$ cat config.mk
export PLATFORM = sky130hd
export DESIGN_NAME = swm_queue
export DESIGN_NICKNAME = d
export VERILOG_FILES = /design/src/hw/rtl/swm_pkg.sv /design/src/hw/rtl/swm_queue.sv
export SDC_FILE = /design/constraint.sdc
export NUM_CORES = 1
export LEC_CHECK = 0
export ABC_AREA = 1
export BUFFER_PORTS_ARGS = -buffer_cell sky130_fd_sc_hd__buf_2
export CAP_MARGIN = 20
export CORE_MARGIN = 2
export CORE_UTILIZATION = 57
export DETAILED_ROUTE_END_ITERATION = 6
export MAX_ROUTING_LAYER = met4
export PLACE_DENSITY = 0.92
export REMOVE_ABC_BUFFERS = 1
export SLEW_MARGIN = 20
export SYNTH_ARGS = -nofsm -noshare
export SYNTH_HDL_FRONTEND = slang
export SYNTH_SLANG_ARGS = --single-unit
$ cat constraint.sdc
create_clock -name clk -period 29.8 [get_ports clk]
set_input_delay 2.98 -clock clk [delete_from_list [all_inputs] [get_ports clk]]
set_output_delay 2.98 -clock clk [all_outputs]
set_load 0.05 [all_outputs]
$ cat src/hw/rtl/swm_pkg.sv
// ----------------------------------------------------------------------------
// swm_pkg
// Types, constants and MD5 helpers shared by the sliding window matcher.
// ----------------------------------------------------------------------------
package swm_pkg;

  localparam int WINDOW_LEN  = 19;
  localparam int OFFSET_BITS = 32;
  localparam int WIN_BITS    = WINDOW_LEN * 8;
  localparam int FILL_W      = $clog2(WINDOW_LEN + 1);
  localparam int MSG_BITS    = WINDOW_LEN * 8;
  localparam int ROUNDS      = 64;
  localparam int CFG_W       = 64;

  localparam logic [OFFSET_BITS-1:0] POS_MAX = '1;

  typedef enum logic {
    REG_TARGET_LOW  = 1'b0,
    REG_TARGET_HIGH = 1'b1
  } reg_index_t;

  typedef struct packed {
    logic [7:0] text_byte;
    logic       restart;
  } in_word_t;

  typedef struct packed {
    logic        window_ready;
    logic        digest_match;
    logic [31:0] window_start;
  } out_word_t;

  typedef struct packed {
    logic                ready;
    logic [31:0]         start;
    logic [WIN_BITS-1:0] window;
  } work_t;

  localparam logic [31:0] IV_A = 32'h67452301;
  localparam logic [31:0] IV_B = 32'hefcdab89;
  localparam logic [31:0] IV_C = 32'h98badcfe;
  localparam logic [31:0] IV_D = 32'h10325476;

  localparam logic [31:0] MD5_K [ROUNDS] = '{
    32'hd76aa478, 32'he8c7b756, 32'h242070db, 32'hc1bdceee,
    32'hf57c0faf, 32'h4787c62a, 32'ha8304613, 32'hfd469501,
    32'h698098d8, 32'h8b44f7af, 32'hffff5bb1, 32'h895cd7be,
    32'h6b901122, 32'hfd987193, 32'ha679438e, 32'h49b40821,
    32'hf61e2562, 32'hc040b340, 32'h265e5a51, 32'he9b6c7aa,
    32'hd62f105d, 32'h02441453, 32'hd8a1e681, 32'he7d3fbc8,
    32'h21e1cde6, 32'hc33707d6, 32'hf4d50d87, 32'h455a14ed,
    32'ha9e3e905, 32'hfcefa3f8, 32'h676f02d9, 32'h8d2a4c8a,
    32'hfffa3942, 32'h8771f681, 32'h6d9d6122, 32'hfde5380c,
    32'ha4beea44, 32'h4bdecfa9, 32'hf6bb4b60, 32'hbebfbc70,
    32'h289b7ec6, 32'heaa127fa, 32'hd4ef3085, 32'h04881d05,
    32'hd9d4d039, 32'he6db99e5, 32'h1fa27cf8, 32'hc4ac5665,
    32'hf4292244, 32'h432aff97, 32'hab9423a7, 32'hfc93a039,
    32'h655b59c3, 32'h8f0ccc92, 32'hffeff47d, 32'h85845dd1,
    32'h6fa87e4f, 32'hfe2ce6e0, 32'ha3014314, 32'h4e0811a1,
    32'hf7537e82, 32'hbd3af235, 32'h2ad7d2bb, 32'heb86d391
  };

  localparam int MD5_ROT [16] = '{7, 12, 17, 22, 5, 9, 14, 20, 4, 11, 16, 23, 6, 10, 15, 21};

  function automatic int rot_amount(input int i);
    return MD5_ROT[((i / 16) * 4) + (i % 4)];
  endfunction

  function automatic int msg_index(input int i);
    int r;
    r = i / 16;
    if (r == 0) return i;
    else if (r == 1) return ((5 * i) + 1) % 16;
    else if (r == 2) return ((3 * i) + 5) % 16;
    else return (7 * i) % 16;
  endfunction

  function automatic logic [7:0] blk_byte(input logic [WIN_BITS-1:0] window, input int k);
    logic [15:0] bits;
    bits = 16'(MSG_BITS);
    if (k < WINDOW_LEN) return window[8*k +: 8];
    else if (k == WINDOW_LEN) return 8'h80;
    else if (k == 56) return bits[7:0];
    else if (k == 57) return bits[15:8];
    else return 8'h00;
  endfunction

  function automatic logic [31:0] msg_word(input logic [WIN_BITS-1:0] window, input int w);
    return {blk_byte(window, 4*w + 3), blk_byte(window, 4*w + 2),
            blk_byte(window, 4*w + 1), blk_byte(window, 4*w)};
  endfunction

endpackage

$ cat src/hw/rtl/swm_queue.sv
// ----------------------------------------------------------------------------
// swm_queue
// Two-entry queue of classified windows between front and back.
// ----------------------------------------------------------------------------
module swm_queue import swm_pkg::*; (
  input  logic  clk,
  input  logic  rst,
  input  logic  wr,
  input  work_t wr_data,
  output logic  full,
  input  logic  rd,
  output logic  valid,
  output work_t rd_data
);

  work_t       mem [2];
  logic        wr_ptr;
  logic        rd_ptr;
  logic [1:0]  count;

  assign full    = (count == 2'd2);
  assign valid   = (count != 2'd0);
  assign rd_data = mem[rd_ptr];

  always_ff @(posedge clk) begin
    if (rst) begin
      wr_ptr <= 1'b0;
      rd_ptr <= 1'b0;
      count  <= 2'd0;
    end else begin
      if (wr) begin
        wr_ptr <= ~wr_ptr;
      end
      if (rd) begin
        rd_ptr <= ~rd_ptr;
      end
      count <= count + {1'b0, wr} - {1'b0, rd};
    end
  end

  always_ff @(posedge clk) begin
    if (wr) begin
      mem[wr_ptr] <= wr_data;
    end
  end

endmodule

Yosys cells after proc, flatten, opt, wreduce, memory -nomap -nowiden --
Memories as Yosys holds them, arrays and structs flattened. A register that Yosys moved wholly into a read port is not among the register bits. Index checks and enable logic that the tools add are counted.
Operators by class: reduce and logical (&&, ||, !) cells 1, equality and inequality tests 1, muxes and demuxes 4, bitwise operators 2, add/subtract/negate cells 2
Operators by type and width (count):
- $mux W1 | 4
- $add A2 B1 Y2 | 1
- $eq A2 B2 Y1 const B | 1
- $not A1 Y1 | 2
- $reduce_bool A2 Y1 | 1
- $sub A2 B1 Y2 | 1
Word-level totals: RAM bits 370, register bits after elaboration 4, input bits 189, word-level logic and storage cells 14, memories 1, output and inout bits 187
Memories:
- mem | words 2, width 185, rd ports 1, clocked after memory_dff 1, wr ports 1, line swm_queue.sv:16 | work_t mem [2];

Depth between registers and ports, before layout --
depth after elaboration 3, gate-level depth with buffers 9, mapped depth without buffers 9

Least setup slack after synthesis --
No wires, ideal clock.
path type input to register, start input port wr, end memory mem[0][0] (netlist name) (enable), data arrival time 10.752 ns, library setup time 0.738 ns, data required time 29.062 ns, slack 18.310 ns, cell stages on the path 2, buffers on the path 0, cells stage by stage inv_1 -> nor2_1
On the way: cells in the longest elaborated chain, start to end 2
RTL lines:
- start, declared | line swm_queue.sv:8 | input logic wr,
- $mux W1 | line swm_queue.sv:42 | if (wr) begin
- $mux W1 (not written as such) | line swm_queue.sv:43 | mem[wr_ptr] <= wr_data;
- end, declared | line swm_queue.sv:16
Every way passes these cells.

==> flow_summary.ini <==
[timing]
layout_setup_ws_ns = 23.30
slew_violations = 0
tightest_slew_ns = 1.01
rsz0062_at_grt = no
fin_crit_ns = 6.50
relSlewSlack_pct = 32.5
finalHoldViolCount = 0
clock_skew_ns = 0.0130
setup_viol = 0
tns_ns = 0
finalCritPeriodShare_pct = 21.8
fmax_ghz = 0.154

[die]
ios = 376
die_area_um2 = 26200
die_h_um = 162
die_w_um = 162
num_rows = 57
coreArea_um2 = 24400
start_util_pct = 58.2

[clocking]
cts_resized = 0
cts_max_path_buffers = 3
cts_tree = done
path_clk_slew_ns = 0.06
post_cts_buffers = 0
htreeDepth = 2
postCtsHoldBufs = 0
cts_made_buffers = 37
cts_sinks = 375
clk_latency_ns = 0.50
root_buffer = clkbuf_16

[final_layout]
layout_common_cells = buf_2 (375), edfxtp_1 (370), mux2_4 (150)
final_util_pct = 71.6
fin_nets = 1199
drive_gt1_share_pct = 59.8
layout_commonest_cell = buf_2
area_growth_pct = 23.0
fill_cells = 1462
fin_area_um2 = 17500

[route]
ant_nets = 0
first_iter_violations = 490
drtPass1Iterations = 4
wl_per_cell_um = 20.6
num_vias = 7035
drt_wl_total_mm = 28.0
drcViolationCount = 0
avgViaCountPerCell = 5.17

[setup_path]
crit_chain = buf_4 -> buf_4 -> mux2_2 -> buf_2
cpPeakStageDelay_ns = 0.86
path_delay_family = buffers and inverters
slowest_stage = buf_4
worstSetupPathType = reg -> out
end_kind = output pin
crit_top_cell = buf_4
path_max_fanout = 58
worstSetupStartpointType = flip-flop
crit_buf_inv = 3
cp.arrival_ns = 3.53
critPathRequiredTime_ns = 26.82

[global_route]
grt_overflow = 0
first_global_vias = 7413
track_usage_pct = 21.5
grt_pass1_wl_mm = 41.1
antenna_found_initial = 2
grt_max_degree = 76

[min_path]
hp-class = reg -> reg

[pwr]
p_int_w = 0.000933
p_sw_share_pct = 26.3
p_seq_share_pct = 49.0
leakagePower_nw = 6.92
power.share.clock_pct = 34.0
power.density_nw_per_um2 = 72.5
p_sw_w = 0.000333
comb_power_share_pct = 17.0
ir_drop_v = 0.0000750

[flow_run]
max_cap_violations = 0

[logic_synthesis]
syn_inst = 607
ys_seq_elements = 375
syn_area_um2 = 14200
syn_area_per_cell_um2 = 23.4
yosys_warnings = 0
yosysUniqueCellTypes = 14
seq_area_frac_synth_pct = 79.0

[placement]
placed_cell_area_um2 = 16300
io_buffers = 375
place_ws_ns = 23.80
place_congestion = 0.790
dp_hpwl_mm = 19.2

[status]
outcome = finished clean
## per-layer routing
metal  GRT usage, %  vias up  routed length (µm)
met5              -        -                   0
met4           7.52        0                 918
met3           5.95       63                2500
met2           37.3      325               14600
met1           24.0     3441                9960
li1               -     3206                   -
## worst min-delay path, cell delays in order (launching register included)
cell and delay [ns]:
dfxtp_1 0.34, nor2_1 0.12, nor3_1 0.06
## cells by family after synthesis
group,count (synthesis),share of synthesized area (%)
and+or+nand+nor,14,0.388
muxes,185,18.6
adders and majority gates,2,0.176
AOI/OAI and AO/OA,1,0.0352
xor gates and xnor gates,1,0.0617
DFF,375,79.0
buffers and inverters,29,1.74
## state kept, by name, indices dropped and copies added (netlist names), named ones only
register,cells
count,2
mem,370
rd_ptr,1
wr_ptr,1
## per-stage QoR
step	cells	total power, W	hold slack, ns
detailed placement	1293	0.000848	0.502
global route	1359	0.00131	0.592
CTS	1357	0.00128	0.564
global placement	1293	0.000841	0.492
floorplan	586	0.000815	0.480
finish	1360	0.00127	0.561
## synthesized netlist by cell type, drive strengths merged
cell type	instances	area (µm²)
ha	2	25.0
mux2	185	2650
nor3	1	5.00
nand3	1	5.00
dfxtp	5	100
nor2	7	26.3
inv	8	30.0
buf	21	218
a21oi	1	5.00
xnor2	1	8.76
edfxtp	370	11100
nand2	5	18.8
## path summary, 6_finish.rpt
check	from	endpoint	slack [ns]	depth (start not counted)
worst min-delay path	wr_ptr$_SDFFE_PP0P_	wr_ptr$_SDFFE_PP0P_	0.56	2
worst max-delay path	flip-flop	rd_data[0]	23.30	4
worst min register to register	wr_ptr$_SDFFE_PP0P_	wr_ptr$_SDFFE_PP0P_	0.56	2
worst max register to register	wr_ptr$_SDFFE_PP0P_	mem[0][87]$_DFFE_PP_	27.63	3
## power by group through the flow
| stage | clock (W) | combinational (W) | sequential (W) |
|---|---|---|---|
| after floorplan | 0 | 0.000171 | 0.000643 |
| after global placement | 0 | 0.000211 | 0.000630 |
| after detailed placement | 0 | 0.000215 | 0.000632 |
| after CTS | 0.000441 | 0.000217 | 0.000621 |
| after global routing | 0.000459 | 0.000224 | 0.000623 |
| final | 0.000430 | 0.000215 | 0.000621 |
## area by class of cell
cell class / instances / area, µm² / area share (%)
sequential: 375 / 11200 / 64.2
inverter: 8 / 35.0 / 0.201
antenna: 3 / 7.51 / 0.0430
clock inverter: 19 / 165 / 0.945
timing repair buffer: 383 / 1940 / 11.1
tap: 324 / 405 / 2.32
multi-input combinational: 203 / 2750 / 15.7
clock buffer: 45 / 956 / 5.47
Note: power is estimated with default switching activity, not from simulation.
