--- src/hw/rtl/swm_pkg.sv ---
// ----------------------------------------------------------------------------
// swm_pkg
// Types, constants and MD5 helpers shared by the sliding window matcher.
// ----------------------------------------------------------------------------
package swm_pkg;

  localparam int WINDOW_LEN  = 19;
  localparam int OFFSET_BITS = 32;
  localparam int WIN_BITS    = WINDOW_LEN * 8;
  localparam int FILL_W      = $clog2(WINDOW_LEN + 1);
  localparam int MSG_BITS    = WINDOW_LEN * 8;
  localparam int ROUNDS      = 64;
  localparam int CFG_W       = 64;

  localparam logic [OFFSET_BITS-1:0] POS_MAX = '1;

  typedef enum logic {
    REG_TARGET_LOW  = 1'b0,
    REG_TARGET_HIGH = 1'b1
  } reg_index_t;

  typedef struct packed {
    logic [7:0] text_byte;
    logic       restart;
  } in_word_t;

  typedef struct packed {
    logic        window_ready;
    logic        digest_match;
    logic [31:0] window_start;
  } out_word_t;

  typedef struct packed {
    logic                ready;
    logic [31:0]         start;
    logic [WIN_BITS-1:0] window;
  } work_t;

  localparam logic [31:0] IV_A = 32'h67452301;
  localparam logic [31:0] IV_B = 32'hefcdab89;
  localparam logic [31:0] IV_C = 32'h98badcfe;
  localparam logic [31:0] IV_D = 32'h10325476;

  localparam logic [31:0] MD5_K [ROUNDS] = '{
    32'hd76aa478, 32'he8c7b756, 32'h242070db, 32'hc1bdceee,
    32'hf57c0faf, 32'h4787c62a, 32'ha8304613, 32'hfd469501,
    32'h698098d8, 32'h8b44f7af, 32'hffff5bb1, 32'h895cd7be,
    32'h6b901122, 32'hfd987193, 32'ha679438e, 32'h49b40821,
    32'hf61e2562, 32'hc040b340, 32'h265e5a51, 32'he9b6c7aa,
    32'hd62f105d, 32'h02441453, 32'hd8a1e681, 32'he7d3fbc8,
    32'h21e1cde6, 32'hc33707d6, 32'hf4d50d87, 32'h455a14ed,
    32'ha9e3e905, 32'hfcefa3f8, 32'h676f02d9, 32'h8d2a4c8a,
    32'hfffa3942, 32'h8771f681, 32'h6d9d6122, 32'hfde5380c,
    32'ha4beea44, 32'h4bdecfa9, 32'hf6bb4b60, 32'hbebfbc70,
    32'h289b7ec6, 32'heaa127fa, 32'hd4ef3085, 32'h04881d05,
    32'hd9d4d039, 32'he6db99e5, 32'h1fa27cf8, 32'hc4ac5665,
    32'hf4292244, 32'h432aff97, 32'hab9423a7, 32'hfc93a039,
    32'h655b59c3, 32'h8f0ccc92, 32'hffeff47d, 32'h85845dd1,
    32'h6fa87e4f, 32'hfe2ce6e0, 32'ha3014314, 32'h4e0811a1,
    32'hf7537e82, 32'hbd3af235, 32'h2ad7d2bb, 32'heb86d391
  };

  localparam int MD5_ROT [16] = '{7, 12, 17, 22, 5, 9, 14, 20, 4, 11, 16, 23, 6, 10, 15, 21};

  function automatic int rot_amount(input int i);
    return MD5_ROT[((i / 16) * 4) + (i % 4)];
  endfunction

  function automatic int msg_index(input int i);
    int r;
    r = i / 16;
    if (r == 0) return i;
    else if (r == 1) return ((5 * i) + 1) % 16;
    else if (r == 2) return ((3 * i) + 5) % 16;
    else return (7 * i) % 16;
  endfunction

  function automatic logic [7:0] blk_byte(input logic [WIN_BITS-1:0] window, input int k);
    logic [15:0] bits;
    bits = 16'(MSG_BITS);
    if (k < WINDOW_LEN) return window[8*k +: 8];
    else if (k == WINDOW_LEN) return 8'h80;
    else if (k == 56) return bits[7:0];
    else if (k == 57) return bits[15:8];
    else return 8'h00;
  endfunction

  function automatic logic [31:0] msg_word(input logic [WIN_BITS-1:0] window, input int w);
    return {blk_byte(window, 4*w + 3), blk_byte(window, 4*w + 2),
            blk_byte(window, 4*w + 1), blk_byte(window, 4*w)};
  endfunction

endpackage

--- src/hw/rtl/swm_front.sv ---
// ----------------------------------------------------------------------------
// swm_front
// Window shift line, fill count and stream offset; classifies each byte.
// ----------------------------------------------------------------------------
module swm_front import swm_pkg::*; (
  input  logic     clk,
  input  logic     rst,
  input  logic     accept,
  input  in_word_t in_word,
  output work_t    item
);

  logic [WIN_BITS-1:0]    window;
  logic [FILL_W-1:0]      fill_count;
  logic [OFFSET_BITS-1:0] position;

  logic [FILL_W-1:0]      fill_base;
  logic [OFFSET_BITS-1:0] pos_base;
  logic [FILL_W-1:0]      fill_count_next;
  logic [OFFSET_BITS-1:0] position_next;
  logic [WIN_BITS-1:0]    window_next;
  logic                   saturated;
  logic                   ready;
  logic [OFFSET_BITS-1:0] start_full;

  always_comb begin
    fill_base   = in_word.restart ? '0 : fill_count;
    pos_base    = in_word.restart ? '0 : position;
    window_next = {in_word.text_byte, window[WIN_BITS-1:8]};
    fill_count_next = (fill_base < FILL_W'(WINDOW_LEN)) ? fill_base + 1'b1 : fill_base;
    saturated     = (pos_base == POS_MAX);
    position_next = saturated ? pos_base : pos_base + 1'b1;
    ready         = (fill_count_next >= FILL_W'(WINDOW_LEN));
    if (saturated || position_next == POS_MAX) begin
      start_full = POS_MAX;
    end else begin
      start_full = position_next - OFFSET_BITS'(WINDOW_LEN);
    end
    item.ready  = ready;
    item.start  = ready ? start_full[31:0] : 32'd0;
    item.window = window_next;
  end

  always_ff @(posedge clk) begin
    if (rst) begin
      fill_count <= '0;
      position   <= '0;
    end else if (accept) begin
      fill_count <= fill_count_next;
      position   <= position_next;
    end
  end

  always_ff @(posedge clk) begin
    if (accept) begin
      window <= window_next;
    end
  end

endmodule

--- config.mk ---
export PLATFORM = sky130hd
export DESIGN_NAME = swm_front
export DESIGN_NICKNAME = d
export VERILOG_FILES = /design/src/hw/rtl/swm_pkg.sv /design/src/hw/rtl/swm_front.sv
export SDC_FILE = /design/constraint.sdc
export NUM_CORES = 1
export LEC_CHECK = 0
export BUFFER_PORTS_ARGS = -buffer_cell sky130_fd_sc_hd__buf_2
export CAP_MARGIN = 20
export CORE_ASPECT_RATIO = 1.75
export CORE_MARGIN = 4
export CORE_UTILIZATION = 55
export CTS_BUF_LIST = sky130_fd_sc_hd__clkbuf_2
export DETAILED_ROUTE_END_ITERATION = 12
export GPL_TIMING_DRIVEN = 0
export PLACE_DENSITY = 0.82
export SLEW_MARGIN = 15
export SYNTH_ARGS = -nofsm -noshare
export SYNTH_HDL_FRONTEND = slang
export SYNTH_SLANG_ARGS = --single-unit
--- constraint.sdc ---
create_clock -name clk -period 14.5 [get_ports clk]
set_clock_uncertainty 0.15 [all_clocks]
set_input_delay 0 -clock clk [delete_from_list [all_inputs] [get_ports clk]]
set_output_delay 0 -clock clk [all_outputs]
set_load 0.01 [all_outputs]
### After elaboration in Yosys (flattened, before gate mapping)

Index checks and enable logic that the tools add are counted.
Widths: inputs -> output; s select.

| word-level totals | value |
|---|---|
| input port bits | 12 |
| flip-flop bits (word level) | 189 |
| output and inout port bits | 185 |

| operators by class | value |
|---|---|
| $add $sub $neg | 3 |
| equal/unequal tests | 2 |
| reductions and logical operators | 1 |
| mux-type cells | 6 |
| order comparisons | 2 |

Operators with widths:

| operator | count |
|---|---|
| $mux 32 | 4 |
| $eq 32x32->1 const B | 2 |
| $add 32x1->32 const B | 1 |
| $sub 32x5->32 const B | 1 |
| $mux 5 | 2 |
| $add 5x1->5 const B | 1 |
| $ge 5x5->1 const B | 1 |
| $lt 5x5->1 const B | 1 |
| $logic_or 1x1->1 | 1 |

### Longest topological paths before layout

Gate-level depths: netlist (run 1).

| depth | value |
|---|---|
| depth in word-level cells | 7 |
| mapped depth | 21 |

### Worst setup path before layout (run 1)

OpenSTA, ideal clock, no wires.

| path | value |
|---|---|
| kind | input to output |
| from | input port in_word[0] (netlist name) |
| to | output port item[180] (netlist name) |
| path slack | 9.754 ns |
| arrival | 4.596 ns |
| stages on the path | 20 |
| buffers on the path | 8 |
| data required time | 14.350 ns |
| cells stage by stage | buf_2 > clkbuf_1 > clkbuf_1 > clkbuf_1 > clkbuf_1 > nor2b_1 > ha_1 > and4_1 > buf_2 > nand3_1 > nor4_4 > buf_6 > buf_2 > xnor2_1 > ha_1 > or3_1 > a211oi_4 > nand3_1 > or4_1 > nand2_1 |

RTL lines:

| what | line | text |
|---|---|---|
| start: declaration | swm_front.sv:9 | `input in_word_t in_word,` |
| end: declaration | swm_front.sv:10 | `output work_t item` |

==> results of run 1 <==
[flip-flops by register name, indices dropped and copies added (netlist names)]
name        flops
fill_count      5
window        144
position       32
[metrics by stage]
stage               power [µW]  cells
CTS                       1000   1102
global placement           704   1050
global route              1040   1105
floorplan                  658    675
finish                     999   1105
detailed placement         709   1051
[power groups by stage]
stage	Clock (µW)	Sequential, µW	Combinational [µW]
floorplan	0	624	34.0
global placement	0	613	90.7
detailed placement	0	615	93.6
CTS	299	604	97.5
global route	325	608	105
finish	295	605	98.3
[how the worst min path moves through the flow]
stage / startpoint / to / cells after the start
6_report: rst / fill_count[0] / 3
5_1_grt: rst / position[16] / 3
4_1_cts: accept / window[142] / 2
3_5_place_dp: in_word[3] / window[146] / 1
3_3_place_gp: in_word[7] / window[150] / 1
2_1_floorplan: in_word[1] / item[144] / 1
[layer usage]
metal	GRT usage, %	up-vias	part of all wire (%)
met2	52.7	354	55
met3	4.90	74	6.9
li1	-	3005	-
met4	12.5	0	4.4
met1	30.2	3152	33
met5	0	-	0
[logic make-up (layout without fill, tap and decap cells)]
logic type / after synthesis / count (layout) / share of synthesized area (%)
and+or+nand+nor: 276 / 276 / 19.0
DFF: 181 / 181 / 62.0
AOI/OAI and AO/OA: 105 / 105 / 9.06
buffers and inverters: 52 / 301 / 3.02
xor gates and xnor gates: 40 / 40 / 4.29
muxes: 17 / 17 / 2.08
adders and majority gates: 4 / 4 / 0.582
other: 0 / 1 / 0
[cell type report]
cell class                 instances  area, µm²  area share [%]
antenna                            1       2.50          0.0252
buffer                            44        216            2.18
clock buffer                      17       85.1           0.857
clock inverter                    15        223            2.24
inverter                           8       30.0           0.303
multi-input combinational        442       2860            28.8
sequential                       181       5060            51.0
tap                              180        225            2.27
timing repair buffer             217       1210            12.2
[placed cells by master, fill, tap and decap left out, drive strengths merged, types with 22 or more instances in the layout]
cell type and count:
dfxtp 37, nand4 22, edfxtp 144, xnor2 26, nor2 77, nand3 24
a21oi 32, buf 216, clkbuf 42, nand2 49
[worst register-to-register path: stages, from the launching register on]
cell and delay, ns:
dfxtp_1 0.47, nor2b_1 0.20, ha_1 0.24, and4_1 0.21, buf_2 0.19, nand3_1 0.25
nor4_4 0.74, buf_6 0.28, buf_2 0.28, o31ai_1 0.11, a21oi_1 0.46, mux2i_1 0.15
nor2_1 0.11
==> results_dict.tcl, run 1 <==
set metrics [dict create \
    rsz0062_at_grt "false" \
    grt-ovfl-total 0 \
    cts_tree "built" \
    p_clk_share_pct 29.6 \
    hold_class "in2reg" \
    ys.flop_type "edfxtp_1" \
    grt_max_degree 100 \
    ys_types 72 \
    r2r_cells 12 \
    yosysWarnings 0 \
    cp_top_family "buffers and inverters" \
    power_density_mw_per_mm2 101 \
    synthTopCellsByArea "edfxtp_1 53%, dfxtp_1 9.1%, nor2_1 3.5%" \
    tightest_slew_ns 0.943 \
    dieArea_mm2 0.0170 \
    fin_ws_ns 7.10 \
    die_h_um 169 \
    core_area_mm2 0.0145 \
    place_ws_ns 7.84 \
    ctsResizeCount 0 \
    areaGrowthSynthToFinish_pct 21.4 \
    gp_congestion 0.959 \
    clk_latency_ns 0.77 \
    max_stage_delay_ns 0.74 \
    pwr-share-seq_pct 60.6 \
    io_pins 197 \
    fill_cells 1086 \
    grt_pass1_wl_mm 36.3 \
    switchingPower_uw 290 \
    cp_data_arrival_time_ns 7.25 \
    design_area_mm2 0.00992 \
    vias 6585 \
    ys_seq_area_share_pct 62.0 \
    cp_slowest_cell "nor4_4" \
    startpoint "in_word[0]" \
    wirelength_mm 23.9 \
    netlist_instances 675 \
    post_cts_buffers 0 \
    hold_ws_ns 0.225 \
    cp.depth 23 \
    syn_area_mm2 0.00817 \
    drive_gt1_share_pct 29.8 \
    crit_path_end_kind "primary output" \
    place_area_mm2 0.00941 \
    syn_area_per_cell_um2 12.1 \
    cts.sinks 181 \
    synth_edf_count 144 \
    cts_root_buffer "clkbuf_2" \
    clk_pin_slew_ns 0.30 \
    utilization_pct 68.4 \
    antenna_found_initial 1 \
    fin_tns_setup_ns 0 \
    cap_violations 0 \
    finalHoldViolCount 0 \
    cp-start-kind "primary input" \
    fin_crit_ns 7.40 \
    cp-endpoint "item[182]" \
    r2r_slack_ns 10.62 \
    grt_pass1_vias 6442 \
    synthTopCellsByCount "144 x edfxtp_1, 77 x nor2_1, 49 x nand2_1" \
    post_drt_via_cell_ratio 5.96 \
    worstReg2RegStart "position[1]" \
    drt-initial-drc-count 732 \
    drc 0 \
    initial_utilization_pct 56.3 \
    power_leakage_uw 0.00396 \
    fin_nets 926 \
    cp_cell_sequence "dlygate4sd3_1 -> buf_2 -> buf_2 -> clkbuf_1 -> clkbuf_1 -> clkbuf_1 -> clkbuf_1 -> nor2b_1 -> ha_1 -> and4_1 -> buf_2 -> nand3_1 -> nor4_4 -> buf_6 -> buf_2 -> xnor2_1 -> ha_1 -> or3_1 -> a211oi_4 -> nand3_1 -> or3_1 -> a21oi_1 -> buf_2" \
    postCtsHoldBufs 19 \
    io_buffers 195 \
    setup_viol 0 \
    ant_nets 0 \
    wl_per_cell_um 21.7 \
    relSlewSlack_pct 37.1 \
    vdd_drop_max_uv 100 \
    crit_path_frequent_cell "buf_2" \
    cts_buffers 17 \
    dp_hpwl_mm 17.2 \
    cp.required_ns 14.35 \
    yosysTopAreaCell "edfxtp_1" \
    async_flop_share_pct 0 \
    synth_nets 690 \
    h-tree-depth 4 \
    rr_endpoint "position[21]" \
    synth_top_area_share_pct 52.9 \
    swShare_pct 29.1 \
    fmax_mhz 135 \
    rows 58 \
    ys_ff_latch 181 \
    slew_violations 0 \
    combPwrFrac_pct 9.8 \
    critPathBufInv 11 \
    crit_fanout 10 \
    dieWidth_um 100 \
    drt-pass1-iter-count 8 \
    internal_power_uw 709 \
    yosysMostFrequentCell "edfxtp_1" \
    groute.usage.overall_pct 28.1 \
    cts_buffer_depth 2 \
    finalCritPeriodShare_pct 51.0 \
    status "finished, final reports clean" \
    path_class "in2out" \
]
(Power assumes the default switching activity.)
==> run 2: changes to the inputs <==
- CORE_UTILIZATION: 55 -> 50
- PLACE_DENSITY: 0.82 -> 0.78
- clock period: 14.5 -> 6.3 ns (I/O delays scaled with it)
==> run 2 against run 1 <==
Via count down 0.99%. Flip-flop and latch count unchanged. Non-clock buffer count up 2. Sequential power up 130%. Power up 120%. Final cell count up 1.0%. Clock power up 99%. Die area up 9.4%. Worst hold slack worse by 0.18 ns. Worst setup slack worse by 6.7 ns. Register-to-register slack worse by 7.9 ns. Core utilization down 6.4 points.
==> results_dict.tcl, run 2 (synthesis gave the netlist of run 1 again) <==
set metrics [dict create \
    status "finished, final reports clean" \
    grt_max_degree 94 \
    dieWidth_um 105 \
    fin_ws_ns 0.386 \
    groute.usage.overall_pct 24.1 \
    crit_path_end_kind "primary output" \
    areaGrowthSynthToFinish_pct 21.0 \
    cp_top_family "buffers and inverters" \
    r2r_cells 11 \
    die_h_um 177 \
    grt_pass1_vias 6292 \
    post_drt_via_cell_ratio 5.84 \
    io_pins 197 \
    tightest_slew_ns 0.986 \
    dp_hpwl_mm 16.2 \
    crit_path_frequent_cell "buf_2" \
    r2r_slack_ns 2.77 \
    gp_congestion 0.957 \
    initial_utilization_pct 51.2 \
    wl_per_cell_um 20.3 \
    cp_data_arrival_time_ns 5.76 \
    largest_reg_flops 144 \
    core_area_mm2 0.0160 \
    clk_pin_slew_ns 0.29 \
    fin_nets 928 \
    grt_pass1_wl_mm 34.2 \
    relSlewSlack_pct 33.6 \
    wirelength_mm 22.6 \
    drc 0 \
    cts_tree "built" \
    vdd_drop_max_uv 182 \
    fill_cells 1266 \
    fin_crit_ns 5.91 \
    drt-initial-drc-count 549 \
    startpoint "in_word[0]" \
    dieArea_mm2 0.0185 \
    fmax_mhz 169 \
    top_register "window" \
    finalCritPeriodShare_pct 93.9 \
    setup_viol 0 \
    critPathBufInv 9 \
    rsz0062_at_grt "false" \
    cts_buffer_depth 2 \
    cts.sinks 181 \
    hold_ws_ns 0.0457 \
    cp-start-kind "primary input" \
    cp-endpoint "item[180]" \
    ant_nets 0 \
    rows 61 \
    grt-ovfl-total 0 \
    vias 6520 \
    cp_cell_sequence "buf_2 -> buf_2 -> clkbuf_1 -> buf_2 -> clkbuf_1 -> nor2b_1 -> ha_1 -> and4_1 -> buf_2 -> nand3_1 -> nor4_4 -> buf_6 -> buf_2 -> xnor2_1 -> ha_1 -> or3_1 -> a211oi_4 -> nand3_1 -> or4_1 -> nand2_1 -> buf_2" \
    drive_gt1_share_pct 29.9 \
    cp_slowest_cell "a211oi_4" \
    slew_violations 0 \
    top_regs "window x144, position x32, fill_count x5" \
    antenna_found_initial 1 \
    crit_fanout 19 \
    worstReg2RegStart "position[1]" \
    cts_root_buffer "clkbuf_2" \
    mostFrequentLayoutCells "203 x buf_2, 144 x edfxtp_1, 77 x nor2_1" \
    h-tree-depth 4 \
    power_density_mw_per_mm2 222 \
    min_path_cells 7 \
    rr_endpoint "position[28]" \
    place_ws_ns -0.312 \
    cp.depth 21 \
    clk_latency_ns 0.78 \
    final_common_cell "buf_2" \
    cts_buffers 17 \
    path_class "in2out" \
    power_leakage_uw 0.00395 \
    hold_class "in2reg" \
    max_stage_delay_ns 0.56 \
    cp.required_ns 6.15 \
    io_buffers 195 \
    drt-pass1-iter-count 6 \
    cap_violations 0 \
    finalHoldViolCount 0 \
]
## run 2: through the flow
step	power (µW)	utilization, %	instances	instance area [µm²]	setup TNS, ns
after floorplan	1520	-	675	8170	0
after global placement	1620	58.8	1059	9390	-0.621
after detailed placement	1630	59.1	1060	9420	-0.612
after CTS	2210	61.9	1114	9880	0
after global routing	2280	62.0	1116	9890	0
final	2200	62.0	1116	9890	0
## run 2: area by class of cell
type                       instances  area (µm²)  share of cell area, %
inverter                           8        30.0                  0.304
multi-input combinational        442        2860                   28.9
tap                              189         236                   2.39
antenna                            1        2.50                 0.0253
clock inverter                    14         150                   1.52
buffer                            43         214                   2.16
sequential                       181        5060                   51.2
clock buffer                      18        90.1                  0.911
timing repair buffer             220        1240                   12.6
## run 2: power by group
part	leakage (µW)	internal [µW]	total, µW	switching (µW)
Clock	0.000143	136	586	451
Combinational	0.00209	86.4	225	139
Sequential	0.00171	1360	1390	30.3
Total	0.00395	1580	2200	620
## run 2: layer usage
layer  wire length (µm)  up-vias  global-route usage [%]
li1                   -     3016                       -
met1               7760     3113                    25.6
met2              12300      318                    43.4
met3               1490       73                    4.89
met4               1110        0                    15.0
met5                  0        -                       0
## run 2: worst min path at each step
stage / start / to
after floorplan: in_word[1] / item[144]
after global placement: in_word[1] / window[144]
after detailed placement: in_word[2] / window[145]
after CTS: accept / window[109]
after global routing: in_word[0] / position[3]
final: in_word[0] / position[12]
## run 2: what timing repair did
action | 4_1_cts | 5_1_grt
pin swaps | 1 | 0
setup buffers | 1 | 0
gates cloned | 0 | 0
setup endpoints to repair | 2 | 2
gates resized for setup | 1 | 1
hold buffers | 21 | 1
endpoints found under the hold margin | 189 | 5
## run 2: worst min-delay path, stage by stage
cell and delay, ns:
buf_2 0.12, nand4b_1 0.21, nor4_4 0.10, nand3_1 0.14, a31oi_1 0.21, mux2i_1 0.15, nor2_1 0.05
==> run 3: changes to the inputs <==
--- a/config.mk
+++ b/config.mk
@@ -11,3 +11,3 @@
 export CORE_MARGIN = 4
-export CORE_UTILIZATION = 50
+export CORE_UTILIZATION = 55
 export CTS_BUF_LIST = sky130_fd_sc_hd__clkbuf_2
@@ -15,3 +15,3 @@
 export GPL_TIMING_DRIVEN = 0
-export PLACE_DENSITY = 0.78
+export PLACE_DENSITY = 0.82
 export SLEW_MARGIN = 15
==> constraint.sdc (replaced) <==
create_clock -name clk -period 5.6 [get_ports clk]
set_clock_uncertainty 0.15 [all_clocks]
set_input_delay 0.28 -clock clk [delete_from_list [all_inputs] [get_ports clk]]
set_output_delay 0.28 -clock clk [all_outputs]
set_load 0.01 [all_outputs]
==> run 3 against run 2 <==
Worst hold slack better by 0.029 ns. Power up 18%. Combinational power up 16%. Clock power up 30%. Non-clock buffer count up 4. Sequential power up 13%. Routed wire length up 5.6%. Critical path type unchanged. Critical endpoint unchanged.
==> results_dict.tcl, run 3 (synthesis gave the netlist of run 1 again) <==
set metrics [dict create \
    status "finished, final reports clean" \
    startpoint "in_word[0]" \
    finalHoldViolCount 0 \
    clk_latency_ns 0.77 \
    cp_top_family "simple AND/OR/NAND/NOR gates" \
    wl_per_cell_um 21.5 \
    drt-initial-drc-count 742 \
    worstReg2RegStart "position[0]" \
    top_register "window" \
    power_leakage_uw 0.00404 \
    rr_endpoint "position[30]" \
    power_density_mw_per_mm2 257 \
    drive_gt1_share_pct 32.7 \
    fmax_mhz 184 \
    grt_pass1_wl_mm 36.1 \
    slew_violations 0 \
    dieWidth_um 100 \
    io_pins 197 \
    dp_cells 1051 \
    multi_input_area_mm2 0.00292 \
    cts_root_buffer "clkbuf_2" \
    h-tree-depth 4 \
    drt-pass1-iter-count 7 \
    crit_path_frequent_cell "buf_4" \
    cts_tree "built" \
    cp-endpoint "item[180]" \
    initial_utilization_pct 56.3 \
    setup_viol 0 \
    cp_slowest_cell "or4_1" \
    vdd_drop_max_uv 302 \
    largest_reg_flops 144 \
    relSlewSlack_pct 37.7 \
    cts_buffers 17 \
    crit_path_end_kind "primary output" \
    mostFrequentLayoutCells "200 x buf_2, 144 x edfxtp_1, 77 x nor2_1" \
    seqCellArea_mm2 0.00506 \
    final_common_cell "buf_2" \
    drc 0 \
    ant_nets 0 \
    cp-start-kind "primary input" \
    cap_violations 0 \
    top_regs "window x144, position x32, fill_count x5" \
    r2r_cells 14 \
    rsz0062_at_grt "false" \
    layoutNonFillerInstCount 1111 \
    critPathBufInv 8 \
    cp.required_ns 5.17 \
    grt_max_degree 100 \
    finalCritPeriodShare_pct 97.2 \
    wirelength_mm 23.9 \
    antenna_found_initial 1 \
    fin_crit_ns 5.44 \
    fin_nets 932 \
    rows 58 \
    dp_hpwl_mm 17.2 \
    fill_cells 1064 \
    gp_congestion 0.959 \
    r2r_slack_ns 2.23 \
    post_drt_via_cell_ratio 6.00 \
    cp_cell_sequence "buf_2 -> buf_2 -> buf_4 -> clkbuf_8 -> buf_4 -> buf_4 -> nor2b_2 -> ha_2 -> and4_1 -> buf_4 -> and3_1 -> nand4_1 -> nand2_1 -> nand2_1 -> ha_2 -> or3_4 -> a211oi_4 -> nand3_2 -> or4_1 -> nand2_1 -> buf_2" \
    grt_pass1_vias 6411 \
    crit_fanout 10 \
    max_stage_delay_ns 0.53 \
    die_h_um 169 \
    cts.sinks 181 \
    grt-ovfl-total 0 \
    path_class "in2out" \
    vias 6665 \
    tightest_slew_ns 0.935 \
    cts_buffer_depth 2 \
    hold_class "in2reg" \
    clk_pin_slew_ns 0.35 \
    hold_ws_ns 0.0744 \
    groute.usage.overall_pct 28.0 \
    dieArea_mm2 0.0170 \
    core_area_mm2 0.0145 \
    areaGrowthSynthToFinish_pct 23.0 \
    cp_data_arrival_time_ns 5.01 \
    cp.depth 21 \
    io_buffers 195 \
]
## run 3: final cells by class
type	instances	share of cell area (%)
sequential	181	50.4
multi-input combinational	442	29.1
timing repair buffer	224	12.5
buffer	43	2.43
clock inverter	15	2.21
antenna	1	0.0249
tap	180	2.24
inverter	8	0.299
clock buffer	17	0.846
## run 3: metrics by stage
step | TNS (ns) | worst slack (ns) | utilization (%) | total power [µW] | cell area, µm²
after floorplan | 0 | 0.294 | - | 1700 | 8170
after detailed placement | -26.90 | -1.62 | 64.8 | 1830 | 9410
after global routing | 0 | 0.0266 | 69.3 | 2690 | 10100
final | 0 | 0.157 | 69.3 | 2580 | 10100
after CTS | 0 | 0.0256 | 68.5 | 2590 | 9940
after global placement | -26.39 | -1.60 | 64.6 | 1820 | 9380
## run 3: power breakdown
group | switching (µW) | internal (µW)
logic | 159 | 100
registers | 37.2 | 1530
clock network | 550 | 210
total | 746 | 1840
## run 3: timing repair
action,4_1_cts,5_1_grt
hold buffers,10,2
hold endpoints to repair,61,2
pin swaps,2,5
setup endpoints to repair,32,18
setup buffers,8,7
resized for setup,18,10
## run 3: worst min-delay path by stage
stage               cells past startpoint          end        start  slack [ns]
finish                                  2  window[150]   in_word[7]        0.07
global route                            2  window[148]   in_word[5]       0.003
CTS                                     2  window[150]   in_word[7]       0.003
detailed placement                      0   window[95]  window[103]        0.28
global placement                        0   window[65]   window[73]        0.27
floorplan                               0  window[144]   in_word[1]        0.23
## run 3: routing by layer
metal | up-vias | track usage (%) | part of all wire (%)
met5 | - | 0 | 0
met4 | 0 | 13.5 | 5.7
met3 | 99 | 4.90 | 7.1
met2 | 388 | 51.1 | 54
met1 | 3165 | 30.7 | 33
li1 | 3013 | - | -
